## src/hdl/jsesc_pkg.sv

```systemverilog
// Shared types, character constants and helper functions for the JSON string escaper.
// Used by jsesc_decode, jsesc_emit and json_string_ascii_escaper_top. No dependencies.
package jsesc_pkg;

  localparam logic [2:0] MK_NONE = 3'd0;
  localparam logic [2:0] MK_ONE  = 3'd1;
  localparam logic [2:0] MK_TWO  = 3'd2;
  localparam logic [2:0] MK_U16  = 3'd3;
  localparam logic [2:0] MK_PAIR = 3'd4;

  localparam logic [6:0] CH_QUOTE = 7'h22;
  localparam logic [6:0] CH_BSL   = 7'h5C;
  localparam logic [6:0] CH_U     = 7'h75;

  localparam logic [15:0] REPL_CHAR = 16'hFFFD;

  // Everything one word expands to, in output order.
  typedef struct packed {
    logic        q_open;
    logic [1:0]  pre_n;
    logic [2:0]  kind;
    logic [6:0]  ch;
    logic [15:0] v0;
    logic [15:0] v1;
    logic [1:0]  post_n;
    logic        q_close;
  } jsesc_plan_t;

  function automatic logic [6:0] hex_char(input logic [3:0] n);
    logic [6:0] c;
    if (n < 4'd10) begin
      c = 7'h30 + {3'b000, n};
    end else begin
      c = 7'h57 + {3'b000, n};
    end
    return c;
  endfunction

  // Character at position i of the six-character \uxxxx form of v.
  function automatic logic [6:0] u16_char(input logic [15:0] v, input logic [2:0] i);
    logic [6:0] c;
    case (i)
      3'd0: c = CH_BSL;
      3'd1: c = CH_U;
      3'd2: c = hex_char(v[15:12]);
      3'd3: c = hex_char(v[11:8]);
      3'd4: c = hex_char(v[7:4]);
      default: c = hex_char(v[3:0]);
    endcase
    return c;
  endfunction

endpackage

```

## src/hdl/jsesc_decode.sv

```systemverilog
// Input decode for the JSON string escaper: UTF-8 sequence state and the per-word plan.
// Depends on jsesc_pkg.
module jsesc_decode (
  input  logic               clk,
  input  logic               rst,
  input  logic               accept,
  input  logic [7:0]         data_byte,
  input  logic               first_byte,
  input  logic               last_byte,
  input  logic               is_empty,
  output jsesc_pkg::jsesc_plan_t plan
);
  import jsesc_pkg::*;

  logic [7:0] held_bytes [3];
  logic [1:0] held_count;
  logic [1:0] held_count_next;
  logic [2:0] needed_length;
  logic [2:0] needed_length_next;
  logic       wr_en;
  logic [1:0] wr_idx;

  always_comb begin
    logic [1:0]  hc0;
    logic [2:0]  nl0;
    logic        do_start;
    logic [20:0] cp;
    logic [20:0] r;
    plan = '0;
    plan.kind = MK_NONE;
    wr_en = 1'b0;
    wr_idx = 2'd0;
    do_start = 1'b0;
    cp = '0;
    r = '0;
    hc0 = first_byte ? 2'd0 : held_count;
    nl0 = first_byte ? 3'd0 : needed_length;
    held_count_next = hc0;
    needed_length_next = nl0;
    plan.q_open = first_byte;
    if (!is_empty) begin
      if (hc0 != 2'd0) begin
        if (data_byte[7:6] != 2'b10) begin
          plan.pre_n = hc0;
          held_count_next = 2'd0;
          needed_length_next = 3'd0;
          do_start = 1'b1;
        end else if (({1'b0, hc0} + 3'd1) < nl0) begin
          wr_en = 1'b1;
          wr_idx = hc0;
          held_count_next = hc0 + 2'd1;
        end else begin
          case (nl0)
            3'd2: cp = {10'd0, held_bytes[0][4:0], data_byte[5:0]};
            3'd3: cp = {5'd0, held_bytes[0][3:0], held_bytes[1][5:0], data_byte[5:0]};
            default: cp = {held_bytes[0][2:0], held_bytes[1][5:0], held_bytes[2][5:0],
                           data_byte[5:0]};
          endcase
          held_count_next = 2'd0;
          needed_length_next = 3'd0;
          if (cp[20:16] == 5'd0) begin
            plan.kind = MK_U16;
            plan.v0 = cp[15:0];
          end else begin
            r = cp - 21'h010000;
            plan.kind = MK_PAIR;
            plan.v0 = 16'hD800 + {5'd0, r[20:10]};
            plan.v1 = {6'b110111, r[9:0]};
          end
        end
      end else begin
        do_start = 1'b1;
      end
      if (do_start) begin
        case (data_byte)
          8'h22: begin plan.kind = MK_TWO; plan.ch = CH_QUOTE; end
          8'h5C: begin plan.kind = MK_TWO; plan.ch = CH_BSL; end
          8'h08: begin plan.kind = MK_TWO; plan.ch = 7'h62; end
          8'h0C: begin plan.kind = MK_TWO; plan.ch = 7'h66; end
          8'h0A: begin plan.kind = MK_TWO; plan.ch = 7'h6E; end
          8'h0D: begin plan.kind = MK_TWO; plan.ch = 7'h72; end
          8'h09: begin plan.kind = MK_TWO; plan.ch = 7'h74; end
          default: begin
            if (data_byte < 8'h20) begin
              plan.kind = MK_U16;
              plan.v0 = {8'h00, data_byte};
            end else if (data_byte < 8'h80) begin
              plan.kind = MK_ONE;
              plan.ch = data_byte[6:0];
            end else if (data_byte[7:5] == 3'b110 || data_byte[7:4] == 4'b1110 ||
                         data_byte[7:3] == 5'b11110) begin
              wr_en = 1'b1;
              wr_idx = 2'd0;
              held_count_next = 2'd1;
              if (data_byte[7:5] == 3'b110) begin
                needed_length_next = 3'd2;
              end else if (data_byte[7:4] == 4'b1110) begin
                needed_length_next = 3'd3;
              end else begin
                needed_length_next = 3'd4;
              end
            end else begin
              plan.kind = MK_U16;
              plan.v0 = REPL_CHAR;
            end
          end
        endcase
      end
    end
    if (last_byte) begin
      plan.post_n = held_count_next;
      held_count_next = 2'd0;
      needed_length_next = 3'd0;
      plan.q_close = 1'b1;
    end
  end

  always_ff @(posedge clk) begin
    if (rst) begin
      held_count <= 2'd0;
      needed_length <= 3'd0;
    end else if (accept) begin
      held_count <= held_count_next;
      needed_length <= needed_length_next;
    end
  end

  always_ff @(posedge clk) begin
    if (accept && wr_en) begin
      held_bytes[wr_idx] <= data_byte;
    end
  end

  a_count_fits : assert property (@(posedge clk) disable iff (rst)
    held_count != 2'd0 |-> needed_length >= 3'd2 && needed_length <= 3'd4 &&
                           {1'b0, held_count} < needed_length)
    else $error("held byte count does not fit the sequence length");

  a_idle_length : assert property (@(posedge clk) disable iff (rst)
    held_count == 2'd0 |-> needed_length == 3'd0)
    else $error("sequence length set with no held bytes");

  a_last_flushes : assert property (@(posedge clk) disable iff (rst)
    accept && last_byte |=> held_count == 2'd0)
    else $error("bytes still held after the last word of a string");

endmodule

```

## src/hdl/jsesc_emit.sv

```systemverilog
// Character emitter for the JSON string escaper: holds one word's plan and walks it
// out one character per cycle, unless out_ready stalls it, into the output register. Depends on jsesc_pkg.
module jsesc_emit (
  input  logic                   clk,
  input  logic                   rst,
  input  logic                   in_fire,
  input  jsesc_pkg::jsesc_plan_t plan_in,
  output logic                   load_ok,
  output logic                   out_valid,
  input  logic                   out_ready,
  output logic [6:0]             out_char,
  output logic                   out_last
);
  import jsesc_pkg::*;

  localparam logic [2:0] SEG_NONE  = 3'd0;
  localparam logic [2:0] SEG_OPEN  = 3'd1;
  localparam logic [2:0] SEG_PRE   = 3'd2;
  localparam logic [2:0] SEG_MAIN  = 3'd3;
  localparam logic [2:0] SEG_POST  = 3'd4;
  localparam logic [2:0] SEG_CLOSE = 3'd5;

  jsesc_plan_t pl;
  jsesc_plan_t pl_next;
  logic [3:0]  sub;
  logic [3:0]  sub_next;
  logic [2:0]  seg;
  logic        busy;
  logic        emit;
  logic        unit_end;
  logic        final_char;
  logic [6:0]  ch;
  logic [3:0]  sub_hi;

  assign busy = pl.q_open || pl.pre_n != 2'd0 || pl.kind != MK_NONE ||
                pl.post_n != 2'd0 || pl.q_close;
  assign emit = busy && (!out_valid || out_ready);
  assign load_ok = !busy || (emit && final_char);
  assign sub_hi = sub - 4'd6;

  always_comb begin
    if (pl.q_open) begin
      seg = SEG_OPEN;
    end else if (pl.pre_n != 2'd0) begin
      seg = SEG_PRE;
    end else if (pl.kind != MK_NONE) begin
      seg = SEG_MAIN;
    end else if (pl.post_n != 2'd0) begin
      seg = SEG_POST;
    end else if (pl.q_close) begin
      seg = SEG_CLOSE;
    end else begin
      seg = SEG_NONE;
    end
  end

  always_comb begin
    ch = CH_QUOTE;
    unit_end = 1'b1;
    case (seg)
      SEG_PRE, SEG_POST: begin
        ch = u16_char(REPL_CHAR, sub[2:0]);
        unit_end = (sub == 4'd5);
      end
      SEG_MAIN: begin
        case (pl.kind)
          MK_ONE: ch = pl.ch;
          MK_TWO: begin
            ch = (sub == 4'd0) ? CH_BSL : pl.ch;
            unit_end = (sub == 4'd1);
          end
          MK_U16: begin
            ch = u16_char(pl.v0, sub[2:0]);
            unit_end = (sub == 4'd5);
          end
          default: begin
            ch = (sub < 4'd6) ? u16_char(pl.v0, sub[2:0]) : u16_char(pl.v1, sub_hi[2:0]);
            unit_end = (sub == 4'd11);
          end
        endcase
      end
      default: begin
        ch = CH_QUOTE;
        unit_end = 1'b1;
      end
    endcase
  end

  always_comb begin
    pl_next = pl;
    sub_next = unit_end ? 4'd0 : sub + 4'd1;
    if (unit_end) begin
      case (seg)
        SEG_OPEN:  pl_next.q_open = 1'b0;
        SEG_PRE:   pl_next.pre_n = pl.pre_n - 2'd1;
        SEG_MAIN:  pl_next.kind = MK_NONE;
        SEG_POST:  pl_next.post_n = pl.post_n - 2'd1;
        SEG_CLOSE: pl_next.q_close = 1'b0;
        default:   pl_next = pl;
      endcase
    end
    final_char = unit_end && !(pl_next.q_open || pl_next.pre_n != 2'd0 ||
                               pl_next.kind != MK_NONE || pl_next.post_n != 2'd0 ||
                               pl_next.q_close);
  end

  always_ff @(posedge clk) begin
    if (rst) begin
      pl <= '0;
      sub <= 4'd0;
    end else if (in_fire) begin
      pl <= plan_in;
      sub <= 4'd0;
    end else if (emit) begin
      pl <= pl_next;
      sub <= sub_next;
    end
  end

  always_ff @(posedge clk) begin
    if (rst) begin
      out_valid <= 1'b0;
    end else if (emit) begin
      out_valid <= 1'b1;
    end else if (out_ready) begin
      out_valid <= 1'b0;
    end
  end

  always_ff @(posedge clk) begin
    if (emit) begin
      out_char <= ch;
      out_last <= final_char;
    end
  end

  a_final_marked : assert property (@(posedge clk) disable iff (rst)
    emit && final_char |=> out_valid && out_last)
    else $error("final character of a word not marked last");

  a_sub_range : assert property (@(posedge clk) disable iff (rst)
    sub <= 4'd11)
    else $error("character position out of range");

  a_stall_holds : assert property (@(posedge clk) disable iff (rst)
    busy && out_valid && !out_ready |=> $stable(sub) && $stable(pl))
    else $error("plan advanced while the output was stalled");

endmodule

```

## src/hdl/json_string_ascii_escaper_top.sv

```systemverilog
// Top level of the JSON string escaper: UTF-8 string bytes in, quoted ASCII JSON text out.
// Instantiates jsesc_decode and jsesc_emit; depends on jsesc_pkg.
//
// Each input word carries one string byte with first/last/empty flags and produces
// zero or more output words of one ASCII character each, the last of them flagged by
// out_last. The output side delivers one character per cycle while out_ready does not
// stall it, so a word is done once its characters are out: plain ASCII gives one, a
// two-character escape two, \uxxxx six, a surrogate pair twelve, and the worst case
// (a broken four-byte sequence at the end of a string) twenty-five characters. The
// first character goes to the output register after the word's plan is loaded into
// the emitter, and a new word is taken when the emitter is idle or in the cycle the
// previous one's final character is emitted.
module json_string_ascii_escaper_top (
  input  logic       clk,
  input  logic       rst,
  input  logic       in_valid,
  output logic       in_ready,
  input  logic [7:0] data_byte,
  input  logic       first_byte,
  input  logic       last_byte,
  input  logic       is_empty,
  output logic       out_valid,
  input  logic       out_ready,
  output logic [6:0] out_char,
  output logic       out_last
);
  import jsesc_pkg::*;

  jsesc_plan_t plan;
  logic        in_fire;

  assign in_fire = in_valid && in_ready;

  jsesc_decode u_decode (
    .clk        (clk),
    .rst        (rst),
    .accept     (in_fire),
    .data_byte  (data_byte),
    .first_byte (first_byte),
    .last_byte  (last_byte),
    .is_empty   (is_empty),
    .plan       (plan)
  );

  jsesc_emit u_emit (
    .clk       (clk),
    .rst       (rst),
    .in_fire   (in_fire),
    .plan_in   (plan),
    .load_ok   (in_ready),
    .out_valid (out_valid),
    .out_ready (out_ready),
    .out_char  (out_char),
    .out_last  (out_last)
  );

endmodule

```

## config.mk

```make
export PLATFORM = sky130hd
export DESIGN_NAME = json_string_ascii_escaper_top
export DESIGN_NICKNAME = d
export VERILOG_FILES = /design/src/hdl/jsesc_pkg.sv /design/src/hdl/jsesc_decode.sv /design/src/hdl/jsesc_emit.sv /design/src/hdl/json_string_ascii_escaper_top.sv
export SDC_FILE = /design/constraint.sdc
export NUM_CORES = 1
export LEC_CHECK = 0
export BUFFER_PORTS_ARGS = -buffer_cell sky130_fd_sc_hd__buf_2
export CAP_MARGIN = 20
export CORE_MARGIN = 2
export CORE_UTILIZATION = 55
export DETAILED_ROUTE_END_ITERATION = 6
export GPL_ROUTABILITY_DRIVEN = 0
export PLACE_DENSITY_LB_ADDON = 0.3
export SLEW_MARGIN = 15
export SYNTH_ARGS = -nofsm -noshare
export SYNTH_HDL_FRONTEND = slang
export SYNTH_HIERARCHICAL = 1
export SYNTH_SLANG_ARGS = --single-unit
export TNS_END_PERCENT = 50
```

## constraint.sdc

```tcl
create_clock -name clk -period 3.4 [get_ports clk]
set_input_delay 0.34 -clock clk [delete_from_list [all_inputs] [get_ports clk]]
set_output_delay 0.34 -clock clk [all_outputs]
set_load 0.05 [all_outputs]
```

After elaboration in Yosys (flattened, before gate mapping). Memory sizes are Yosys's and may differ from the RTL's. Index checks and enable logic that the tools add are counted.

Add/sub/neg operators: 24. $lt $le $gt $ge: 12. Eq/ne operators: 32. Muxes and demuxes: 108. Reduce and logical (&&, ||, !) cells: 37.

Operator list (number): 48-bit 2-to-1 mux (3); 16-bit 2-to-1 mux (6); 32-bit 2-to-1 mux (3); 21-bit 2-to-1 mux (4); 7-bit 2-to-1 mux (12); 3-bit 2-to-1 mux (26); 10-bit case mux with 7 select lines (1); 7-bit case mux with 5 select lines (2); 6-bit by 4-bit adder with 7-bit output (first input constant) (8); 7-bit by 4-bit adder with 7-bit output (first input constant) (8); 2-bit 2-to-1 mux (23); 44-bit 2-to-1 mux (1); 21-bit case mux with 2 select lines (1); 8-bit by 4-bit == test with 1-bit output (second input constant) (5); 4-bit < comparator (second input constant) (8); 3-bit by 2-bit == test with 1-bit output (second input constant) (10); 26-bit 2-to-1 mux (1); 7-bit case mux with 3 select lines (1); 21-bit by 17-bit subtractor with 21-bit output (second input constant) (1); 1-bit 2-to-1 mux (18); 6-bit case mux with 3 select lines (1); 15-bit by 12-bit adder with 16-bit output (first input constant) (1); 3-bit == test (second input constant) (5); 7-bit case mux with 2 select lines (1); other kinds (32) (63).

Flip-flop bits (word level): 66. Bits in writable memories: 24. Input bits: 15. Output and inout port bits: 10. Word-level logic and storage cells: 228. Memories kept: 1.

Memory list: u_decode.held_bytes (words 3, width 8, read ports 3, clocked after memory_dff 0, write ports 1, RTL line jsesc_decode.sv:15) `logic [7:0] held_bytes [3];`.

Depth between registers and ports, before layout.
Depth in word-level cells: 22. Gate-level depth with buffers: 15.

By module. The synthesis kept the hierarchy.

By module, submodules not included: jsesc_emit (times used 1, cells each 513, area an instance 4149.0 µm², sequential area each 1301.2 µm²); jsesc_decode (times used 1, cells each 241, area an instance 1990.7 µm², sequential area each 610.6 µm²); json_string_ascii_escaper_top (times used 1, cells each 1, area an instance 6.3 µm², sequential area each 0.0 µm²).

Least setup slack after synthesis. Ideal clock, no wire load.

Kind: reg-to-reg. From: register u_emit/pl[45] in the netlist's numbering. To: register u_emit/pl[10] in the netlist's numbering. Arrival: 3.274 ns. Required time: 3.272 ns. Path slack: -0.002 ns. Stages on the path, launching flop included: 15. Clock period less this slack: 3.402 ns. Cell sequence: dfxtp_1 inv_1 ha_1 buf_2 or2_2 o21ai_0 o31a_1 o21ai_1 a211oi_2 a21o_1 and2_1 buf_2 buf_1 mux2i_1 nor2_1.

Cells in the longest elaborated chain, start to end: 18.

RTL lines: start, declared (RTL line jsesc_emit.sv:23) `jsesc_plan_t pl;`; start signal, assigned (RTL line jsesc_emit.sv:112) `pl <= plan_in;`; start signal, assigned (RTL line jsesc_emit.sv:115) `pl <= pl_next;`; 2-bit nonzero test (RTL line jsesc_emit.sv:44) `end else if (pl.pre_n != 2'd0) begin`; 3-bit 2-to-1 mux (RTL line jsesc_emit.sv:44); 3-bit 2-to-1 mux (RTL line jsesc_emit.sv:42) `if (pl.q_open) begin`; 3-bit by 2-bit == test with 1-bit output or 3-bit == test (tied branches) (RTL line jsesc_emit.sv:60, jsesc_emit.sv:93); 2-bit OR reduction (RTL line jsesc_emit.sv:60) `case (seg)`; 1-bit case mux with 2 select lines (RTL line jsesc_emit.sv:60); 48-bit 2-to-1 mux (RTL line jsesc_emit.sv:92) `if (unit_end) begin`; 2-bit nonzero test (RTL line jsesc_emit.sv:102) `final_char = unit_end && !(pl_next.q_open || pl_next.pre_n != 2'd0 ||`; [... 5 more ...]; 1-bit logical AND (*) (RTL line jsesc_emit.sv:102); via u_emit.final_char (RTL line jsesc_emit.sv:31) `logic final_char;`; 1-bit logical AND (*) (RTL line jsesc_emit.sv:38) `assign load_ok = !busy || (emit && final_char);`; 1-bit logical OR (*) (RTL line jsesc_emit.sv:38); via in_ready (RTL line json_string_ascii_escaper_top.sv:17) `output logic in_ready,`; 1-bit logical AND (*) (RTL line json_string_ascii_escaper_top.sv:32) `assign in_fire = in_valid && in_ready;`; via in_fire (RTL line json_string_ascii_escaper_top.sv:30) `logic in_fire;`; 48-bit 2-to-1 mux (RTL line jsesc_emit.sv:111) `end else if (in_fire) begin`.

Mark *: on every way through the listed nets, which the timed path passes. The rest lies on a longest branch. The select of a mux whose other input is x is not followed. A chain may end at the register's enable or synchronous reset.

Worst setup path in the final report.
From: register u_emit/pl[1] in the netlist's numbering. To: register u_emit/pl[42] in the netlist's numbering.

Cells in the longest elaborated chain, start to end: 20.

RTL lines: 2-bit nonzero test (RTL line jsesc_emit.sv:48) `end else if (pl.post_n != 2'd0) begin`; 3-bit 2-to-1 mux (RTL line jsesc_emit.sv:48); 3-bit 2-to-1 mux (RTL line jsesc_emit.sv:46) `end else if (pl.kind != MK_NONE) begin`; 3-bit 2-to-1 mux (RTL line jsesc_emit.sv:44); 3-bit 2-to-1 mux (RTL line jsesc_emit.sv:42); 3-bit by 2-bit == test with 1-bit output or 3-bit == test (tied branches) (RTL line jsesc_emit.sv:60, jsesc_emit.sv:93); 2-bit OR reduction (RTL line jsesc_emit.sv:60); 1-bit case mux with 2 select lines (RTL line jsesc_emit.sv:60); [... 6 more ...]; 1-bit zero test (RTL line jsesc_emit.sv:102); 1-bit logical AND (*) (RTL line jsesc_emit.sv:102); via u_emit.final_char (RTL line jsesc_emit.sv:31); 1-bit logical AND (*) (RTL line jsesc_emit.sv:38); 1-bit logical OR (*) (RTL line jsesc_emit.sv:38); 1-bit logical AND (*) (RTL line json_string_ascii_escaper_top.sv:32); via in_fire (RTL line json_string_ascii_escaper_top.sv:30); 48-bit 2-to-1 mux or 2-bit nonzero test (tied branches).

Marked as above.

==> report_table.html <==
<table>
<tr><th>Metric</th><th>Value</th></tr>
<tr><th colspan="2">Run status</th></tr>
<tr><td>Outcome</td><td>finished, final reports clean</td></tr>
<tr><th colspan="2">Worst setup path</th></tr>
<tr><td>Critical path start-end classification</td><td>reg2reg</td></tr>
<tr><td>CP arrival</td><td>3560 ps</td></tr>
<tr><td>Kind of start point of the critical path</td><td>flip-flop</td></tr>
<tr><td>Crit path capture type</td><td>flip-flop</td></tr>
<tr><td>Top fanout value on the critical path</td><td>10</td></tr>
<tr><td>Cells on worst reg2reg path</td><td>12</td></tr>
<tr><td>Worst path required time</td><td>around 3700 ps</td></tr>
<tr><th colspan="2">Timing</th></tr>
<tr><td>Min Clock Period, post-route</td><td>around 3200 ps</td></tr>
<tr><td>Peak clock frequency supported by timing</td><td>just over 300 MHz</td></tr>
<tr><td>Slew of the pin with the lowest slew margin</td><td>between 700 and 800 ps</td></tr>
<tr><td>Final count of negative-setup-slack endpoints</td><td>0</td></tr>
<tr><td>Final worst path period share</td><td>a little over nine tenths</td></tr>
<tr><td>Count of endpoints failing hold in the final timing report</td><td>0</td></tr>
<tr><td>Headroom to the max-slew limit</td><td>between 50 and 60%</td></tr>
<tr><td>Unrepaired setup endpoints after global routing</td><td>no</td></tr>
<tr><td>Clock tree skew after final layout</td><td>approximately 7.6 ps</td></tr>
<tr><td>Post-route setup TNS</td><td>0 ps</td></tr>
<tr><td>Pins over their slew limit</td><td>0</td></tr>
<tr><th colspan="2">Detailed routing</th></tr>
<tr><td>Routed length per placed instance</td><td>roughly 18 µm</td></tr>
<tr><td>Detailed-routing iteration count for the pre-antenna-repair pass</td><td>7</td></tr>
<tr><td>Mean number of vias per cell</td><td>roughly 6.4</td></tr>
<tr><td>Total DRC errors in the routed layout</td><td>0</td></tr>
<tr><td>Vias post-DR</td><td>5771</td></tr>
<tr><td>Sum of routed wire length over all layers</td><td>between 15 and 20 mm</td></tr>
<tr><td>Drt initial violations</td><td>just under 600</td></tr>
<tr><td>Number of antenna-violating nets in the routed design</td><td>0</td></tr>
<tr><th colspan="2">Synthesis</th></tr>
<tr><td>Synthesized-area fraction occupied by ao, oa, aoi and oai cells</td><td>between 20% and 30%</td></tr>
<tr><td>Number of flops mapped to enable cells by yosys</td><td>25</td></tr>
<tr><td>Number of different library cells in the post-synthesis netlist</td><td>90</td></tr>
<tr><td>Most frequent cells after synthesis</td><td>nor2_1, nand2_1, dfxtp_1</td></tr>
<tr><td>Post-Synth Simple-Gate Area</td><td>about a quarter</td></tr>
<tr><td>Cell count after synthesis</td><td>approximately 760</td></tr>
<tr><td>Most instantiated flip-flop cell in the synthesis netlist</td><td>dfxtp_1</td></tr>
<tr><td>Average footprint of a synthesized cell</td><td>just over 8 µm²</td></tr>
<tr><td>Combinational family with the most area after synthesis</td><td>simple AND/OR/NAND/NOR gates</td></tr>
<tr><td>Fraction of registers with async set/reset</td><td>0%</td></tr>
<tr><td>Count of warnings emitted by yosys</td><td>6</td></tr>
<tr><td>Post-synthesis cell area</td><td>6146 µm²</td></tr>
<tr><td>Synthesized-area fraction occupied by xor and xnor cells</td><td>~1.4%</td></tr>
<tr><td>Proportion of synthesized chip area in sequential cells</td><td>31.11%</td></tr>
<tr><td>Post-synthesis share of cell area spent on full adders, half adders and majority gates</td><td>3.868%</td></tr>
<tr><td>Top cells by area, synth</td><td>dfxtp_1, edfxtp_1, mux2i_1</td></tr>
<tr><td>Flip-flop and latch count after synthesis</td><td>between 80 and 90</td></tr>
<tr><td>Syn_nets</td><td>789</td></tr>
<tr><td>Portion of netlist area occupied by mux cells</td><td>under 10%</td></tr>
<tr><td>Count leader, synth</td><td>nor2_1</td></tr>
<tr><td>Yosys top cell area share</td><td>18.89%</td></tr>
<tr><td>Cell accounting for the most synthesized area</td><td>dfxtp_1</td></tr>
<tr><th colspan="2">Min path</th></tr>
<tr><td>Worst hold path class</td><td>in2reg</td></tr>
<tr><td>Number of cells traversed by the worst hold path</td><td>1</td></tr>
<tr><th colspan="2">Global route</th></tr>
<tr><td>Total GRT Usage</td><td>27.64%</td></tr>
<tr><td>Via count of the first global-routing pass</td><td>just over 5000</td></tr>
<tr><td>Antenna violations before repair</td><td>0</td></tr>
<tr><td>Wire length of the first global-routing pass</td><td>25.70 mm</td></tr>
<tr><td>Aggregate global routing overflow</td><td>0</td></tr>
<tr><td>Largest net degree at the start of global routing</td><td>43</td></tr>
<tr><th colspan="2">Floorplan</th></tr>
<tr><td>Horizontal die dimension</td><td>109.7 µm</td></tr>
<tr><td>Number of primary I/O pins</td><td>25</td></tr>
<tr><td>Total die area</td><td>12040 µm²</td></tr>
<tr><td>Die height</td><td>109.7 µm</td></tr>
<tr><td>Site row count</td><td>38</td></tr>
<tr><td>Core area</td><td>~11000 µm²</td></tr>
<tr><td>Starting density of the core</td><td>between 50% and 60%</td></tr>
<tr><th colspan="2">Clock tree</th></tr>
<tr><td>Clock network latency to the later pin of the worst-skew pair</td><td>380 ps</td></tr>
<tr><td>TritonCTS Sinks</td><td>83</td></tr>
<tr><td>Number of buffers inserted by post-CTS setup repair</td><td>0</td></tr>
<tr><td>Inserted Clock Buffers</td><td>9</td></tr>
<tr><td>Library cell used as clock root buffer</td><td>clkbuf_8</td></tr>
<tr><td># hold bufs at CTS</td><td>0</td></tr>
<tr><td>Clock-pin slew on the worst setup and hold paths</td><td>around 80 ps</td></tr>
<tr><td>CTS Buffer Depth</td><td>2</td></tr>
<tr><td>TritonCTS clock tree</td><td>yes</td></tr>
<tr><td>H-tree levels</td><td>3</td></tr>
<tr><th colspan="2">Cells and area</th></tr>
<tr><td>Number of antenna cells inserted</td><td>0</td></tr>
<tr><td>Final core utilization</td><td>about three fifths</td></tr>
<tr><td>Area growth from synthesis to layout</td><td>5.375%</td></tr>
<tr><td>Filler cells</td><td>between 900 and 1000</td></tr>
<tr><td>Fraction of final layout cells with drive strength greater than 1</td><td>between 10% and 20%</td></tr>
<tr><td>Final #Nets</td><td>787</td></tr>
<tr><th colspan="2">Pwr</th></tr>
<tr><td>Cell leakage power</td><td>about 2.3 nW</td></tr>
<tr><td>Worst vdd rail ir drop</td><td>roughly 0.44 mV</td></tr>
<tr><td>Power per cell area</td><td>622.9 nW/µm²</td></tr>
<tr><th colspan="2">Placement</th></tr>
<tr><td>Dpl hpwl</td><td>11.70 mm</td></tr>
<tr><td>Number of port buffers</td><td>24</td></tr>
<tr><th colspan="2">Flow run</th></tr>
<tr><td>Count of maximum capacitance violations</td><td>0</td></tr>
</table>
-- state kept, by name (all words and copies together) (netlist names) --
name,flops
u_emit/out_last,1
u_emit/out_char,7
u_emit/out_valid,1
u_decode/held_count,2
u_decode/held_bytes,17
u_emit/sub,4
u_emit/pl,48
u_decode/needed_length,3
-- placed cells by master (no fill, tap or decap), types with 11 or more instances in the layout --
master / n
a211oi_1: 12
nand3_1: 13
ha_1: 19
nor2_1: 93
o21ai_0: 25
buf_4: 13
nor2b_1: 13
mux2i_1: 47
nand2_1: 59
a21oi_1: 56
and2_1: 17
inv_1: 37
nor3_1: 28
or3_1: 11
buf_2: 24
o21ai_1: 11
edfxtp_1: 25
dfxtp_1: 58
-- per-stage QoR --
step	std cells	setup slack [ps]	total power [W]	instance area, µm²	hold WS, ps
2_1_floorplan	755	1.444	0.002937	6148	412.1
3_3_place_gp	882	375.4	0.003286	6296	456.5
3_5_place_dp	882	287.3	0.003336	6296	451.9
4_1_cts	898	255.9	0.004012	6471	267.4
5_1_grt	898	23.20	0.004262	6476	305.1
6_report	898	167.6	0.004034	6476	295.9
-- kinds of logic (layout without fill, tap and decap cells) --
| group | count (synthesis) | after routing |
|---|---|---|
| compound gates | 200 | 200 |
| xor+xnor | 10 | 10 |
| fa+ha+maj | 19 | 19 |
| buf+inv | 91 | 94 |
| flops | 83 | 83 |
| mux | 49 | 49 |
| other cells | 1 | 1 |
| simple gates | 302 | 302 |
-- final cells by class --
class / instances / area (µm²) / share of cell area (%)
Clock inverter: 3 / 15.01 / 0.2318
Sequential cell: 83 / 1912 / 29.52
Tap cell: 140 / 175.2 / 2.705
Clock buffer: 13 / 160.2 / 2.473
Timing Repair Buffer: 38 / 237.7 / 3.671
Inverter: 40 / 150.1 / 2.318
Multi-Input combinational cell: 581 / 3826 / 59.08
-- report_power, final --
part	total [W]	internal (W)	switching [W]
Sequential	0.00130	0.00119	0.000112
Combinational	0.00206	0.000718	0.00134
Clock	0.000675	0.000307	0.000368
-- metal layers --
layer	vias up	part of all wire [%]	GRT usage (%)
li1	2738	-	-
met1	2710	45	38.21
met2	273	44	42.15
met3	50	7.4	5.039
met4	0	3.4	12.03
met5	-	0	0
-- critical path, stage by stage (launching register included) --
cell	delay, ps
dfxtp_1	410
inv_1	100
ha_1	270
or4_4	480
a21oi_2	340
nor3_1	90
o21ai_1	170
a211oi_2	70
a21o_1	210
and2_2	260
or2_2	390
a31oi_2	230
a22o_1	160
-- timing repair --
| action | 4_1_cts | 5_1_grt |
|---|---|---|
| setup endpoints to repair | 0 | 1 |
| gates resized for setup | 0 | 1 |
| endpoints found under the hold margin | 0 | 0 |
-- path summary, 6_finish.rpt --
path | startpoint | to | slack (ps)
worst max-delay path | u_emit/pl[1] | u_emit/pl[42] | 170
worst min-delay path | data_byte[3] | u_decode/held_bytes[0][3] | 300
worst max register to register | u_emit/pl[1] | u_emit/pl[42] | 170
worst min register to register | u_decode/held_count[0] | u_decode/held_count[0] | 470
Power figures use the tool's default switching activity.
